==> config.mk <==
export PLATFORM = sky130hd
export DESIGN_NAME = key_debounce_and_reply_timeouts
export DESIGN_NICKNAME = d
export VERILOG_FILES = /design/src/design/kdrt_pkg.sv /design/src/design/key_debounce_and_reply_timeouts.sv
export SDC_FILE = /design/constraint.sdc
export NUM_CORES = 1
export LEC_CHECK = 0
export ABC_AREA = 1
export ABC_CLOCK_PERIOD_IN_PS = 3200
export BUFFER_PORTS_ARGS = -buffer_cell sky130_fd_sc_hd__buf_2
export CAP_MARGIN = 15
export CORE_ASPECT_RATIO = 0.7
export CORE_MARGIN = 2
export CORE_UTILIZATION = 50
export DETAILED_ROUTE_END_ITERATION = 16
export PLACE_DENSITY = 0.67
export SLEW_MARGIN = 40
export SYNTH_ARGS = -nofsm -noshare
export SYNTH_HDL_FRONTEND = slang
export SYNTH_SLANG_ARGS = --single-unit
==> constraint.sdc <==
create_clock -name clk -period 3.2 [get_ports clk]
set_input_delay 0.64 -clock clk [delete_from_list [all_inputs] [get_ports clk]]
set_output_delay 0.64 -clock clk [all_outputs]
set_load 0.03 [all_outputs]
==> src/design/kdrt_pkg.sv <==
// Package for key_debounce_and_reply_timeouts: item codes, field widths,
// reset constants and the vertical-counter debounce step.
// No dependencies.
package kdrt_pkg;

  localparam int unsigned CHANNELS_DEF   = 13;
  localparam int unsigned PORT_W         = 8;
  localparam int unsigned CHAN_W         = 4;
  localparam int unsigned TOUT_W         = 16;
  localparam int unsigned FUNC_W         = 3;
  localparam int unsigned IN_DATA_W      = 32;
  localparam int unsigned OUT_DATA_W     = 32;
  localparam logic [TOUT_W-1:0] RELOAD_RST = 16'd600;
  localparam logic [PORT_W-1:0] COUNT_RST  = 8'hFF;

  typedef enum logic [FUNC_W-1:0] {
    FUNC_TICK  = 3'd0,
    FUNC_READ  = 3'd1,
    FUNC_ARM   = 3'd2,
    FUNC_CLEAR = 3'd3,
    FUNC_TAKE  = 3'd4
  } func_t;

  typedef struct packed {
    logic [PORT_W-1:0] level;
    logic [PORT_W-1:0] cnt_lo;
    logic [PORT_W-1:0] cnt_hi;
    logic [PORT_W-1:0] press;
  } deb_t;

  function automatic deb_t deb_step(input logic [PORT_W-1:0] pins,
                                    input deb_t cur);
    deb_t              res;
    logic [PORT_W-1:0] delta;
    logic [PORT_W-1:0] flip;
    delta      = ~pins ^ cur.level;
    res.cnt_lo = ~(cur.cnt_lo & delta);
    res.cnt_hi = res.cnt_lo ^ (cur.cnt_hi & delta);
    flip       = delta & res.cnt_lo & res.cnt_hi;
    res.level  = cur.level ^ flip;
    res.press  = cur.press | (res.level & flip);
    return res;
  endfunction

endpackage

==> src/design/key_debounce_and_reply_timeouts.sv <==
// Top level: two-port key debounce with sticky press flags and per-channel
// reply timeouts. Depends on kdrt_pkg.
//
//  channel | ports                           | transfer carries
//  --------+---------------------------------+-------------------------------
//  in      | in_tvalid/in_tready/in_tdata/   | command, pin samples, selects
//          | in_tuser                        |
//  out     | out_tvalid/out_tready/out_tdata | press bits, expired, levels
//  cfg     | cfg_wr_en/cfg_wr_data           | timeout reload value
//
// State and result update at the accepting edge.
// Result sits in an output register backed by one skid entry; in_tready
// drops only while the skid entry is full.
// Reset (synchronous, rst_n low) clears levels, press flags, timeouts,
// expired flags and both valid bits; reload returns to 600.
module key_debounce_and_reply_timeouts #(
  parameter int unsigned CHANNELS = kdrt_pkg::CHANNELS_DEF
) (
  input  logic                                clk,
  input  logic                                rst_n,
  input  logic                                cfg_wr_en,
  input  logic [kdrt_pkg::TOUT_W-1:0]         cfg_wr_data,
  input  logic                                in_tvalid,
  output logic                                in_tready,
  // [7:0] pins_d, [15:8] pins_c, [16] port_select, [24:17] press_mask,
  // [28:25] channel, [31:29] zero
  input  logic [kdrt_pkg::IN_DATA_W-1:0]      in_tdata,
  // [2:0] func
  input  logic [kdrt_pkg::FUNC_W-1:0]         in_tuser,
  output logic                                out_tvalid,
  input  logic                                out_tready,
  // [7:0] press_bits, [8] expired, [16:9] level_d, [24:17] level_c,
  // [31:25] zero
  output logic [kdrt_pkg::OUT_DATA_W-1:0]     out_tdata
);
  import kdrt_pkg::*;

  logic [TOUT_W-1:0]   reload_r;
  deb_t                deb_d_r, deb_d_nxt;
  deb_t                deb_c_r, deb_c_nxt;
  logic [TOUT_W-1:0]   cnt_r   [CHANNELS];
  logic [TOUT_W-1:0]   cnt_nxt [CHANNELS];
  logic [CHANNELS-1:0] flags_r, flags_nxt;
  logic [CHANNELS-1:0] chan_hit;

  logic                out_valid_r, skid_valid_r;
  logic [OUT_DATA_W-1:0] out_data_r, skid_data_r;
  logic [OUT_DATA_W-1:0] res_data;

  func_t               func;
  logic [PORT_W-1:0]   pins_d, pins_c, press_mask, press_bits;
  logic                port_sel, expired;
  logic [CHAN_W-1:0]   chan;
  logic                acc;

  assign func       = func_t'(in_tuser);
  assign pins_d     = in_tdata[7:0];
  assign pins_c     = in_tdata[15:8];
  assign port_sel   = in_tdata[16];
  assign press_mask = in_tdata[24:17];
  assign chan       = in_tdata[28:25];

  assign in_tready  = ~skid_valid_r;
  assign acc        = in_tvalid & in_tready;
  assign out_tvalid = out_valid_r;
  assign out_tdata  = out_data_r;

  always_comb begin
    for (int k = 0; k < CHANNELS; k++) begin
      chan_hit[k] = ({28'd0, chan} == 32'(k));
    end
  end

  always_comb begin
    deb_d_nxt  = deb_d_r;
    deb_c_nxt  = deb_c_r;
    flags_nxt  = flags_r;
    press_bits = '0;
    expired    = 1'b0;
    for (int k = 0; k < CHANNELS; k++) begin
      cnt_nxt[k] = cnt_r[k];
    end
    case (func)
      FUNC_TICK: begin
        for (int k = 0; k < CHANNELS; k++) begin
          if (cnt_r[k] != '0) begin
            cnt_nxt[k] = cnt_r[k] - 1'b1;
            if (cnt_r[k] == TOUT_W'(1)) begin
              flags_nxt[k] = 1'b1;
            end
          end
        end
        deb_d_nxt = deb_step(pins_d, deb_d_r);
        deb_c_nxt = deb_step(pins_c, deb_c_r);
      end
      FUNC_READ: begin
        if (!port_sel) begin
          press_bits      = press_mask & deb_d_r.press;
          deb_d_nxt.press = deb_d_r.press ^ press_bits;
        end else begin
          press_bits      = press_mask & deb_c_r.press;
          deb_c_nxt.press = deb_c_r.press ^ press_bits;
        end
      end
      FUNC_ARM: begin
        for (int k = 0; k < CHANNELS; k++) begin
          if (chan_hit[k]) begin
            cnt_nxt[k] = reload_r;
          end
        end
      end
      FUNC_CLEAR: begin
        for (int k = 0; k < CHANNELS; k++) begin
          cnt_nxt[k] = '0;
        end
      end
      FUNC_TAKE: begin
        expired   = |(flags_r & chan_hit);
        flags_nxt = flags_r & ~chan_hit;
      end
      default: begin
      end
    endcase
    res_data = {7'd0, deb_c_nxt.level, deb_d_nxt.level, expired, press_bits};
  end

  always_ff @(posedge clk) begin
    if (!rst_n) begin
      reload_r <= RELOAD_RST;
    end else if (cfg_wr_en) begin
      reload_r <= cfg_wr_data;
    end
  end

  always_ff @(posedge clk) begin
    if (!rst_n) begin
      deb_d_r <= '{level: '0, cnt_lo: COUNT_RST, cnt_hi: COUNT_RST, press: '0};
      deb_c_r <= '{level: '0, cnt_lo: COUNT_RST, cnt_hi: COUNT_RST, press: '0};
      flags_r <= '0;
      for (int k = 0; k < CHANNELS; k++) begin
        cnt_r[k] <= '0;
      end
    end else if (acc) begin
      deb_d_r <= deb_d_nxt;
      deb_c_r <= deb_c_nxt;
      flags_r <= flags_nxt;
      for (int k = 0; k < CHANNELS; k++) begin
        cnt_r[k] <= cnt_nxt[k];
      end
    end
  end

  always_ff @(posedge clk) begin
    if (!rst_n) begin
      out_valid_r  <= 1'b0;
      skid_valid_r <= 1'b0;
    end else if (!out_valid_r || out_tready) begin
      out_valid_r  <= skid_valid_r | acc;
      skid_valid_r <= 1'b0;
    end else if (acc) begin
      skid_valid_r <= 1'b1;
    end
  end

  always_ff @(posedge clk) begin
    if (!out_valid_r || out_tready) begin
      out_data_r <= skid_valid_r ? skid_data_r : res_data;
    end else if (acc) begin
      skid_data_r <= res_data;
    end
  end

  a_skid_behind_out: assert property (@(posedge clk) disable iff (!rst_n)
    skid_valid_r |-> out_valid_r)
    else $error("skid entry full while output register empty");

  a_flags_rise_on_tick: assert property (@(posedge clk) disable iff (!rst_n)
    (rst_n && !(acc && func == FUNC_TICK)) |=> ((flags_r & ~$past(flags_r)) == '0))
    else $error("expired flag set outside a tick");

  a_level_only_on_tick: assert property (@(posedge clk) disable iff (!rst_n)
    (rst_n && !(acc && func == FUNC_TICK)) |=>
      ($stable(deb_d_r.level) && $stable(deb_c_r.level)))
    else $error("debounced level changed outside a tick");

  a_read_clears_d: assert property (@(posedge clk) disable iff (!rst_n)
    (rst_n && acc && func == FUNC_READ && !port_sel) |=>
      ((deb_d_r.press & $past(press_mask)) == '0))
    else $error("press flags not cleared by read");

endmodule

# After elaboration in Yosys (flattened, before gate mapping)
# Memories as Yosys holds them, arrays and structs flattened.
# Cells that the tools add are included.
# W data, S select, Z words.
# totals
ff_bits	145
mem_bits_rw	208
elab_cells	263
memories	1
# memory_table
memory	words	word_bits	read_ports	rd_ports_with_merged_regs	write_ports	line_no	text
cnt_r	13	16	13	0	13	key_debounce_and_reply_timeouts.sv:41	logic [TOUT_W-1:0] cnt_r [CHANNELS];
# op_classes
n_reduce_logical	38
muxes	81
bitwise_logic	47
n_eq_ne	57
addsub	13
# ops
operator	count
$mux W16	39
$pmux W208 S3	1
$eq A16 B1 Y1 const B	13
$reduce_bool A16 Y1	13
$sub A16 B1 Y16 const B	13
$and A8 B8 Y8	12
$xor A8 B8 Y8	8
$ne A2 B2 Y1 const B	28
$reduce_and A4 Y1	13
$mux W24	2
$mux W8	4
$not A8 Y8	4
$pmux W8 S2	2
$mux W1	31
$and A13 B13 Y13	2
$pmux W13 S2	1
$mux W25	1
$eq A4 B4 Y1 const B	5
$eq A4 B3 Y1 const B	4
$or A8 B8 Y8	2
$or A1 B1 Y1	14
$not A13 Y13	1
$reduce_or A13 Y1	1
$eq A4 B2 Y1 const B	2
14 further kinds	20

# Logic depth before layout (Yosys ltp)
# Gate-level depths: netlist of run 1.
# depth
word_depth	10
ltp_mapped	10

# Least setup slack after synthesis of run 1
# No wires, ideal clock.
# synth_path
path_type	input port to flip-flop
from	input out_tready
to	register skid_data_r[0] (enable)
arrival_time_ps	2256
required_time_ps	2793
cell_stages	3
slack_ps	537
setup_ps	407
path_cell_list	nor2_1 > inv_1 > nor2_1
# synth_via
elab_chain_len	3
# synth_rtl
element	line_no	text
start, declared	key_debounce_and_reply_timeouts.sv:31	input logic out_tready,
$logic_or A1 B1 Y1	key_debounce_and_reply_timeouts.sv:166	if (!out_valid_r || out_tready) begin
$not A1 Y1 (no line)	-	
$reduce_and A2 Y1 (no line)	-	
end signal, assigned	key_debounce_and_reply_timeouts.sv:169	skid_data_r <= res_data;
end, declared	key_debounce_and_reply_timeouts.sv:47	logic [OUT_DATA_W-1:0] out_data_r, skid_data_r;
# No other way between the ends.
# A chain may end at the register's enable or synchronous reset.

# Worst setup path in the final report of run 1
# layout_path
from	register skid_valid_r
to	output in_tready
# layout_via
elab_chain_len	1
# layout_rtl
element	line_no	text
start, declared	key_debounce_and_reply_timeouts.sv:46	logic out_valid_r, skid_valid_r;
start signal, assigned	key_debounce_and_reply_timeouts.sv:156	skid_valid_r <= 1'b0;
start signal, assigned	key_debounce_and_reply_timeouts.sv:159	skid_valid_r <= 1'b0;
start signal, assigned	key_debounce_and_reply_timeouts.sv:161	skid_valid_r <= 1'b1;
$not A1 Y1	key_debounce_and_reply_timeouts.sv:63	assign in_tready = ~skid_valid_r;
end, declared	key_debounce_and_reply_timeouts.sv:24	output logic in_tready,
# No other way between the ends.

==> impl_metrics.ini, run 1 <==
[grt]
antenna_found_initial = 2
grt_pass1_vias = 16550
gr-total-overflow = 0
gr-usage-all-layers_pct = 25.97
grt_pass1_wl_um = 86870
grt_max_degree = 72

[critical_path]
cp.required_ns = 2.56
critPathLaunchType = register
reg2reg_slack_ns = 1.01
cp-end-kind = output pin
crit_fanout = 47
r2r-start = cnt_r[0][80]
cp.arrival_ns = 1.78
worstSetupPathType = reg -> out
cp_top_family = buffers and inverters
cp.depth = 3
cp_slowest_cell = buf_4
crit_path_start = skid_valid_r
crit_buf_inv = 3
r2r-end = cnt_r[0][91]
crit_chain = buf_4, inv_1, buf_2
rr_worst_depth = 8
endpoint = in_tready
cpPeakStageDelay_ns = 0.39

[layout]
stdcell_area_mm2 = 0.02241
syn2layout_area_growth_pct = 11.21
fillers = 3686
drive_gt1_share_pct = 7.769
fin_util_pct = 56.37
layout_common_cells = nand2_1, nor2_1, edfxtp_1, inv_1, a21oi_1
fin_nets = 2774
seqCellArea_mm2 = 0.009649
final_common_cell = nand2_1
multi_input_area_mm2 = 0.009144

[die]
core-area_mm2 = 0.03976
die_h_um = 172.0
io_pins = 90
start_util_pct = 50.68
die-area_mm2 = 0.04196
die_w_um = 244.0
rows = 61

[placement]
placed_cell_area_mm2 = 0.02116
gp_congestion = 0.8875
place_ws_ns = 0.3795
dpl.hpwl_um = 37280
io_buffer_count = 79

[power]
seqPwrFrac_pct = 47.6
vdd_drop_max_v = 0.0005539
p_sw_share_pct = 28.22
p_per_area_mw_per_mm2 = 521.4
power_frac_comb_pct = 14.1
internal-power_w = 0.008388
leakagePower_nw = 9.481
p_switching_w = 0.003298
power_w = 0.01169
power_frac_clock_pct = 38.3

[clock_network]
numClockSinks = 353
post_cts_resized = 0
clkLatencyLatePin_ns = 0.55
cts_hold_buf = 0
numCtsBuffers = 37
cts_setup_buffers = 0
path_clk_slew_ns = 0.06
root_buffer = clkbuf_16
cts_max_level = 2
cts_tree = yes
ctsLongestPathBuffers = 3

[route]
drtIter0Drc = 1685
ant_nets = 0
firstDrtPassIters = 8
vias_per_cell = 5.593
wl_um = 55390
wl_per_cell_um = 17.10
route.vias.total = 18120
drc_errors = 0

[yosys]
syn_area_mm2 = 0.02015
synthCells = 2604
yosysSeqAreaShare_pct = 47.88
yosys_warnings = 0
syn-mean-instance-area_um2 = 7.740
ys_types = 43
synth-seq-cells = 353

[timing]
setup_slack_ns = 0.7813
grt_setup_unrepaired = no
setup_violations = 0
tightest_slew_ns = 0.8209
finalClockSkew_ns = 0.01700
finalSetupTns_ns = 0
fin_crit_ns = 2.419
period_share_pct = 75.59
final-max-slew-violation-count = 0
max_slew_margin_pct = 45.27
finalHoldViolations = 0
max_freq_ghz = 0.4134

[worst_hold_path]
holdCritPathClass = in -> reg

[job]
cap_violations = 0

[status]
outcome = completed
## final cells by class
type | instances | share of cell area, %
Sequential cell | 353 | 43.05
Multi-Input combinational cell | 1910 | 40.79
Clock buffer | 48 | 4.644
Inverter | 257 | 4.332
Timing Repair Buffer | 116 | 3.227
Tap cell | 535 | 2.986
Clock inverter | 19 | 0.9546
Antenna cell | 1 | 0.01116
## cell families (layout without fill, tap and decap cells)
family / after synthesis / after routing / share of synthesized area, %
compound gates: 497 / 497 / 12.88
xor+xnor: 53 / 53 / 2.303
fa+ha+maj: 43 / 43 / 2.670
buf+inv: 347 / 440 / 6.891
flops: 353 / 353 / 47.88
other cells: 1 / 8 / 0.01861
simple gates: 1310 / 1310 / 27.36
## sequential cells by signal, indices dropped and copies added (netlist names)
| name | count |
|---|---|
| cnt_r | 208 |
| deb_c_r | 32 |
| deb_d_r | 32 |
| out_tdata | 25 |
| skid_data_r | 25 |
| reload_r | 16 |
| flags_r | 13 |
| out_tvalid | 1 |
| skid_valid_r | 1 |
## metrics by stage
step | hold WS (ns) | cells
global route | 0.3192 | 3239
global placement | 0.4648 | 3171
floorplan | 0.4489 | 2610
finish | 0.3179 | 3239
detailed placement | 0.4742 | 3171
CTS | 0.3013 | 3238
## worst min-delay path, cell delays in order
cell and delay [ns]:
buf_2 0.08, nand2_1 0.04, nand3_1 0.06
## synth_stat cells
| master | count | area share (%) |
|---|---|---|
| a21oi_1 | 232 | 5.8 |
| buf_4 | 10 | 0.37 |
| a21boi_0 | 3 | 0.11 |
| nand2_4 | 1 | 0.056 |
| or2_2 | 3 | 0.093 |
| a31oi_1 | 11 | 0.34 |
| nor2_2 | 4 | 0.12 |
| o21bai_1 | 7 | 0.26 |
| nor3_2 | 1 | 0.050 |
| nor4_1 | 1 | 0.031 |
| nor3b_1 | 2 | 0.074 |
| nand4_1 | 37 | 1.1 |
| dfxtp_1 | 95 | 9.4 |
| buf_2 | 30 | 0.74 |
| buf_6 | 1 | 0.056 |
| ha_1 | 43 | 2.7 |
| nand2_1 | 511 | 9.5 |
| o21ai_0 | 192 | 4.8 |
| nand3_1 | 215 | 5.3 |
| inv_2 | 8 | 0.15 |
| clkbuf_1 | 37 | 0.69 |
| a211oi_1 | 1 | 0.037 |
| nand3b_1 | 9 | 0.34 |
| o21ai_2 | 1 | 0.043 |
| edfxtp_1 | 258 | 38 |
| a21boi_1 | 1 | 0.037 |
| o21ai_1 | 17 | 0.42 |
| nor2_4 | 4 | 0.22 |
| nor3_1 | 64 | 1.6 |
| inv_4 | 1 | 0.031 |
| a21o_1 | 13 | 0.48 |
| nor2_1 | 438 | 8.2 |
| buf_1 | 11 | 0.20 |
| inv_1 | 248 | 4.6 |
| o31ai_1 | 2 | 0.074 |
| o22ai_1 | 16 | 0.50 |
| and2_1 | 4 | 0.12 |
| clkbuf_2 | 1 | 0.025 |
| a21oi_2 | 1 | 0.043 |
| xor2_1 | 28 | 1.2 |
| conb_1 | 1 | 0.019 |
| xnor2_1 | 25 | 1.1 |
| nand2_2 | 16 | 0.50 |
## worst min path at each step
stage / cells after the start / to / start / slack [ns]
detailed placement: 2 / flags_r[4] / flags_r[4] / 0.47
finish: 3 / reload_r[6] / cfg_wr_data[6] / 0.32
floorplan: 2 / flags_r[0] / flags_r[0] / 0.45
global placement: 2 / flags_r[1] / flags_r[1] / 0.46
CTS: 3 / reload_r[6] / cfg_wr_data[6] / 0.30
global route: 3 / reload_r[4] / cfg_wr_data[4] / 0.32
## routing by layer
layer	GRT usage (%)	vias to the layer above	wire, µm
met5	0	-	9
met4	8.298	2	1516
met3	4.439	92	4089
met2	41.02	623	24440
met1	36.51	8494	25340
li1	-	8904	-
## power by group through the flow
stage | logic (W) | registers [W] | clock network (W)
finish | 0.00165 | 0.00557 | 0.00447
global route | 0.00186 | 0.00561 | 0.00471
CTS | 0.00164 | 0.00556 | 0.00453
detailed placement | 0.00163 | 0.00565 | 0
global placement | 0.00158 | 0.00564 | 0
floorplan | 0.00115 | 0.00564 | 0
No activity file was read; power rests on OpenSTA's default activity.
==> run 2, diff against run 1 <==
--- a/config.mk
+++ b/config.mk
@@ -6,7 +6,7 @@
 export NUM_CORES = 1
 export LEC_CHECK = 0
 export ABC_AREA = 1
-export ABC_CLOCK_PERIOD_IN_PS = 3200
+export ABC_CLOCK_PERIOD_IN_PS = 2500
 export BUFFER_PORTS_ARGS = -buffer_cell sky130_fd_sc_hd__buf_2
 export CAP_MARGIN = 15
 export CORE_ASPECT_RATIO = 0.7
==> constraint.sdc (replaced) <==
create_clock -name clk -period 2.5 [get_ports clk]
set_input_delay 0.5 -clock clk [delete_from_list [all_inputs] [get_ports clk]]
set_output_delay 0.5 -clock clk [all_outputs]
set_load 0.03 [all_outputs]
==> impl_metrics.ini, run 2 (synthesis gave the netlist of run 1 again) <==
[status]
outcome = completed

[job]
cap_violations = 0

[timing]
period_share_pct = 87.31
setup_violations = 0
finalSetupTns_ns = 0
final-max-slew-violation-count = 0
finalClockSkew_ns = 0.01900
finalHoldViolations = 0
max_freq_ghz = 0.4582
max_slew_margin_pct = 49.38
fin_crit_ns = 2.183
tightest_slew_ns = 0.7591
setup_slack_ns = 0.3173
fin_hold_ws_ns = 0.1711
grt_setup_unrepaired = no

[critical_path]
cp-end-kind = register
crit_fanout = 16
critPathLaunchType = register
worstSetupPathType = reg -> reg
cp.arrival_ns = 2.45
r2r-end = cnt_r[0][84]
cp.required_ns = 2.77
rr_worst_depth = 8
reg2reg_slack_ns = 0.32
r2r-start = cnt_r[0][80]
endpoint = cnt_r[0][84]
crit_path_start = cnt_r[0][80]

[power]
p_per_area_mw_per_mm2 = 660.3
vdd_drop_max_v = 0.0004924
leakagePower_nw = 9.527

[clock_network]
numCtsBuffers = 37
path_clk_slew_ns = 0.06
clkLatencyLatePin_ns = 0.55
cts_hold_buf = 0
cts_max_level = 2
numClockSinks = 353
post_cts_resized = 0
root_buffer = clkbuf_16
cts_tree = yes
cts_setup_buffers = 0
ctsLongestPathBuffers = 3

[grt]
gr-total-overflow = 0
grt_use_met2_pct = 42.93
grt-busiest-layer = met2
grt_pass1_wl_um = 88320
use_met3_pct = 3.415
met1_usage_pct = 37.34
grt_pass1_vias = 16690
grt_max_degree = 121
antenna_found_initial = 1
gr-usage-all-layers_pct = 26.54

[placement]
placed_cell_area_mm2 = 0.02130
io_buffer_count = 79
gp_congestion = 0.9022
place_ws_ns = 0.2069
dpl.hpwl_um = 37460

[layout]
syn2layout_area_growth_pct = 11.58
drive_gt1_share_pct = 8.140
final_common_cell = nand2_1
fillers = 3577
largest_reg_flops = 208
layout_common_cells = nand2_1, nor2_1, edfxtp_1, inv_1, a21oi_1
largest-register = cnt_r
top_regs = cnt_r: 208 flops, deb_c_r: 32 flops, deb_d_r: 32 flops
fin_nets = 2786
stdcell_area_mm2 = 0.02249

[route]
drc_errors = 0
route.vias.total = 18150
vias_per_cell = 5.581
wl_um = 56290
firstDrtPassIters = 6
ant_nets = 0
drtIter0Drc = 1812
wl_per_cell_um = 17.31

[die]
core-area_mm2 = 0.03976
start_util_pct = 50.68
rows = 61
die-area_mm2 = 0.04196
die_w_um = 244.0
io_pins = 90
die_h_um = 172.0

[worst_hold_path]
holdCritPathClass = in -> reg
-- run 2: changes by cell type in the layout (fill, tap and decap cells not counted), sizes merged --
cell,before,now
clkbuf,48,56
clkinvlp,1,0
inv,257,259
clkinv,15,6
buf,116,128
diode,1,2
-- run 2: final cells by class --
| cell class | instances | area, µm² | share of cell area (%) |
|---|---|---|---|
| repair buffers | 128 | 863.3 | 3.839 |
| flip-flops and latches | 353 | 9649 | 42.91 |
| clock buffers | 56 | 1047 | 4.657 |
| multi-input cells | 1910 | 9144 | 40.66 |
| well taps | 535 | 669.4 | 2.977 |
| inverters | 257 | 970.9 | 4.318 |
| diodes | 2 | 5.005 | 0.02226 |
| clock inverters | 11 | 138.9 | 0.6176 |
-- run 2: metrics by stage --
stage          power, W  utilization [%]  instances
6_report        0.01485            56.55       3252
5_1_grt         0.01548            56.54       3250
4_1_cts         0.01491            56.54       3250
3_5_place_dp   0.009352            53.56       3183
3_3_place_gp   0.009285            53.56       3183
2_1_floorplan  0.008691                -       2610
-- run 2: routing by layer --
metal | routed length (µm) | part of all wire [%]
met5 | 7 | 0.012
met4 | 1554 | 2.8
met3 | 3863 | 6.9
met2 | 25180 | 45
met1 | 25680 | 46
-- run 2: power breakdown --
part / internal (W) / leakage (nW) / switching [W] / total [W]
Combinational: 0.000684 / 5.53 / 0.00146 / 0.00215
Clock: 0.00322 / 0.579 / 0.00236 / 0.00558
Sequential: 0.00678 / 3.42 / 0.000343 / 0.00713
-- run 2: worst min-delay path by stage --
| stage | from | endpoint | slack [ns] | cells after the start |
|---|---|---|---|---|
| final | cfg_wr_data[4] | reload_r[4] | 0.17 | 3 |
| after global routing | cfg_wr_data[3] | reload_r[3] | 0.18 | 3 |
| after CTS | cfg_wr_data[4] | reload_r[4] | 0.16 | 3 |
| after detailed placement | flags_r[4] | flags_r[4] | 0.47 | 2 |
| after global placement | flags_r[4] | flags_r[4] | 0.46 | 2 |
| after floorplan | flags_r[0] | flags_r[0] | 0.45 | 2 |
-- run 2: critical path, cell delays in order (launching register included) --
cell	delay [ns]
edfxtp_1	0.42
inv_1	0.16
ha_1	0.22
nand2_1	0.11
nor2_1	0.39
nand3_1	0.21
nand2_1	0.10
a21oi_1	0.06
buf_4	0.25
==> run 3, diff against run 2 <==
==> constraint.sdc (replaced) <==
create_clock -name clk -period 2.5 [get_ports clk]
set_input_delay 0.5 -clock clk [delete_from_list [all_inputs] [get_ports clk]]
set_output_delay 0.5 -clock clk [all_outputs]
set_load 0.1 [all_outputs]
==> impl_metrics.ini, run 3 (synthesis gave the netlist of run 1 again) <==
[critical_path]
critPathLaunchType = register
cp.arrival_ns = 2.47
worstSetupPathType = reg -> reg
cp_slowest_cell = nor2_1
crit_chain = inv_1, ha_1, nand2_1, nor2_1, nand3_1, nand2_1, a21oi_1, buf_4
cp-end-kind = register
cp_top_family = simple AND/OR/NAND/NOR gates
cpPeakStageDelay_ns = 0.45
crit_path_frequent_cell = nand2_1
crit_fanout = 16
crit_buf_inv = 2
cp.depth = 8
cp.required_ns = 2.77
rr_worst_depth = 8

[die]
die-area_mm2 = 0.04196
start_util_pct = 50.68
core-area_mm2 = 0.03976
io_pins = 90
die_w_um = 244.0
die_h_um = 172.0
rows = 61

[timing]
finalClockSkew_ns = 0.02377
fin_hold_ws_ns = 0.1718
setup_violations = 0
fin_crit_ns = 2.203
grt_setup_unrepaired = no
max_slew_margin_pct = 44.08
final-max-slew-violation-count = 0
max_freq_ghz = 0.4538
tightest_slew_ns = 0.8387
finalHoldViolations = 0
finalSetupTns_ns = 0
setup_slack_ns = 0.2966
period_share_pct = 88.14

[layout]
drive_gt1_share_pct = 8.333
layout_common_cells = nand2_1, nor2_1, edfxtp_1, inv_1, a21oi_1
syn2layout_area_growth_pct = 12.35
fin_nets = 2782
largest_reg_flops = 208
fin_util_pct = 56.95
top_regs = cnt_r: 208 flops, deb_c_r: 32 flops, deb_d_r: 32 flops
final_common_cell = nand2_1
largest-register = cnt_r

[status]
outcome = completed

[route]
vias_per_cell = 5.622
drc_errors = 0
firstDrtPassIters = 7
ant_nets = 0
wl_um = 57080
wl_per_cell_um = 17.57
route.vias.total = 18260
drtIter0Drc = 1726

[placement]
io_buffer_count = 79
gp_congestion = 0.8927
dpl.hpwl_um = 38050
place_ws_ns = 0.1696

[clock_network]
cts_hold_buf = 0
cts_tree = yes
ctsLongestPathBuffers = 3
clkLatencyLatePin_ns = 0.55
cts_max_level = 2
post_cts_resized = 0
numCtsBuffers = 37
cts_setup_buffers = 0
path_clk_slew_ns = 0.07
numClockSinks = 353
root_buffer = clkbuf_16

[grt]
gr-usage-all-layers_pct = 26.94
grt_max_degree = 121
grt_pass1_vias = 16910
antenna_found_initial = 3
gr-total-overflow = 0
grt_pass1_wl_um = 89730

[worst_hold_path]
whs_path_depth = 3
holdCritPathClass = in -> reg

[power]
leakagePower_nw = 9.598
vdd_drop_max_v = 0.0005132
p_per_area_mw_per_mm2 = 688.1

[job]
cap_violations = 0
-- run 3: cell types whose count changed in the layout (fill, tap and decap cells not counted), moves of 2 or more --
cell | previous run | this run
clkbuf_1 | 14 | 6
buf_4 | 41 | 34
clkinv_2 | 4 | 9
clkbuf_16 | 37 | 41
buf_12 | 8 | 11
inv_6 | 3 | 0
bufinv_16 | 3 | 5
clkbuf_8 | 5 | 3
-- run 3: report_power, final --
group | total, W | internal (W) | switching [W]
Clock | 0.00606 | 0.00361 | 0.00245
Sequential | 0.00712 | 0.00678 | 0.000342
Combinational | 0.00240 | 0.000690 | 0.00171
-- run 3: worst paths after layout --
check | start | end | slack, ns
hold / removal | cfg_wr_data[9] | reload_r[9] | 0.17
hold reg to reg | flags_r[4] | flags_r[4] | 0.48
setup reg to reg | cnt_r[1][0] | cnt_r[1][9] | 0.30
setup / recovery | cnt_r[1][0] | cnt_r[1][9] | 0.30
-- run 3: worst register-to-register path, delay by kind of cell (launching register included) --
kind | cells | cell delay (ns)
adders and majority gates | 1 | 0.20
buffers and inverters | 2 | 0.39
and+or+nand+nor | 4 | 0.90
AOI/OAI and AO/OA | 1 | 0.06
DFF | 1 | 0.40
-- run 3: area by class of cell --
cell class / instances / area, µm²
diodes: 1 / 2.502
clock buffers: 50 / 1090
clock inverters: 18 / 242.7
fillers: 3579 / 17120
inverters: 257 / 970.9
multi-input cells: 1910 / 9149
flip-flops and latches: 353 / 9649
well taps: 535 / 669.4
repair buffers: 124 / 870.8
-- run 3: routing by layer --
layer | up-vias | share of wire, % | global-route usage (%)
met5 | - | 0.025 | 0
met4 | 2 | 2.5 | 8.563
met3 | 102 | 7.8 | 4.035
met2 | 708 | 45 | 42.87
met1 | 8540 | 45 | 38.02
li1 | 8909 | - | -
-- run 3: stage by stage --
stage               std cells  total power (W)  area [µm²]
floorplan                2610         0.008923       20180
global placement         3179         0.009525       21310
detailed placement       3179         0.009601       21310
CTS                      3247          0.01564       22640
global route             3248          0.01621       22640
finish                   3248          0.01558       22640
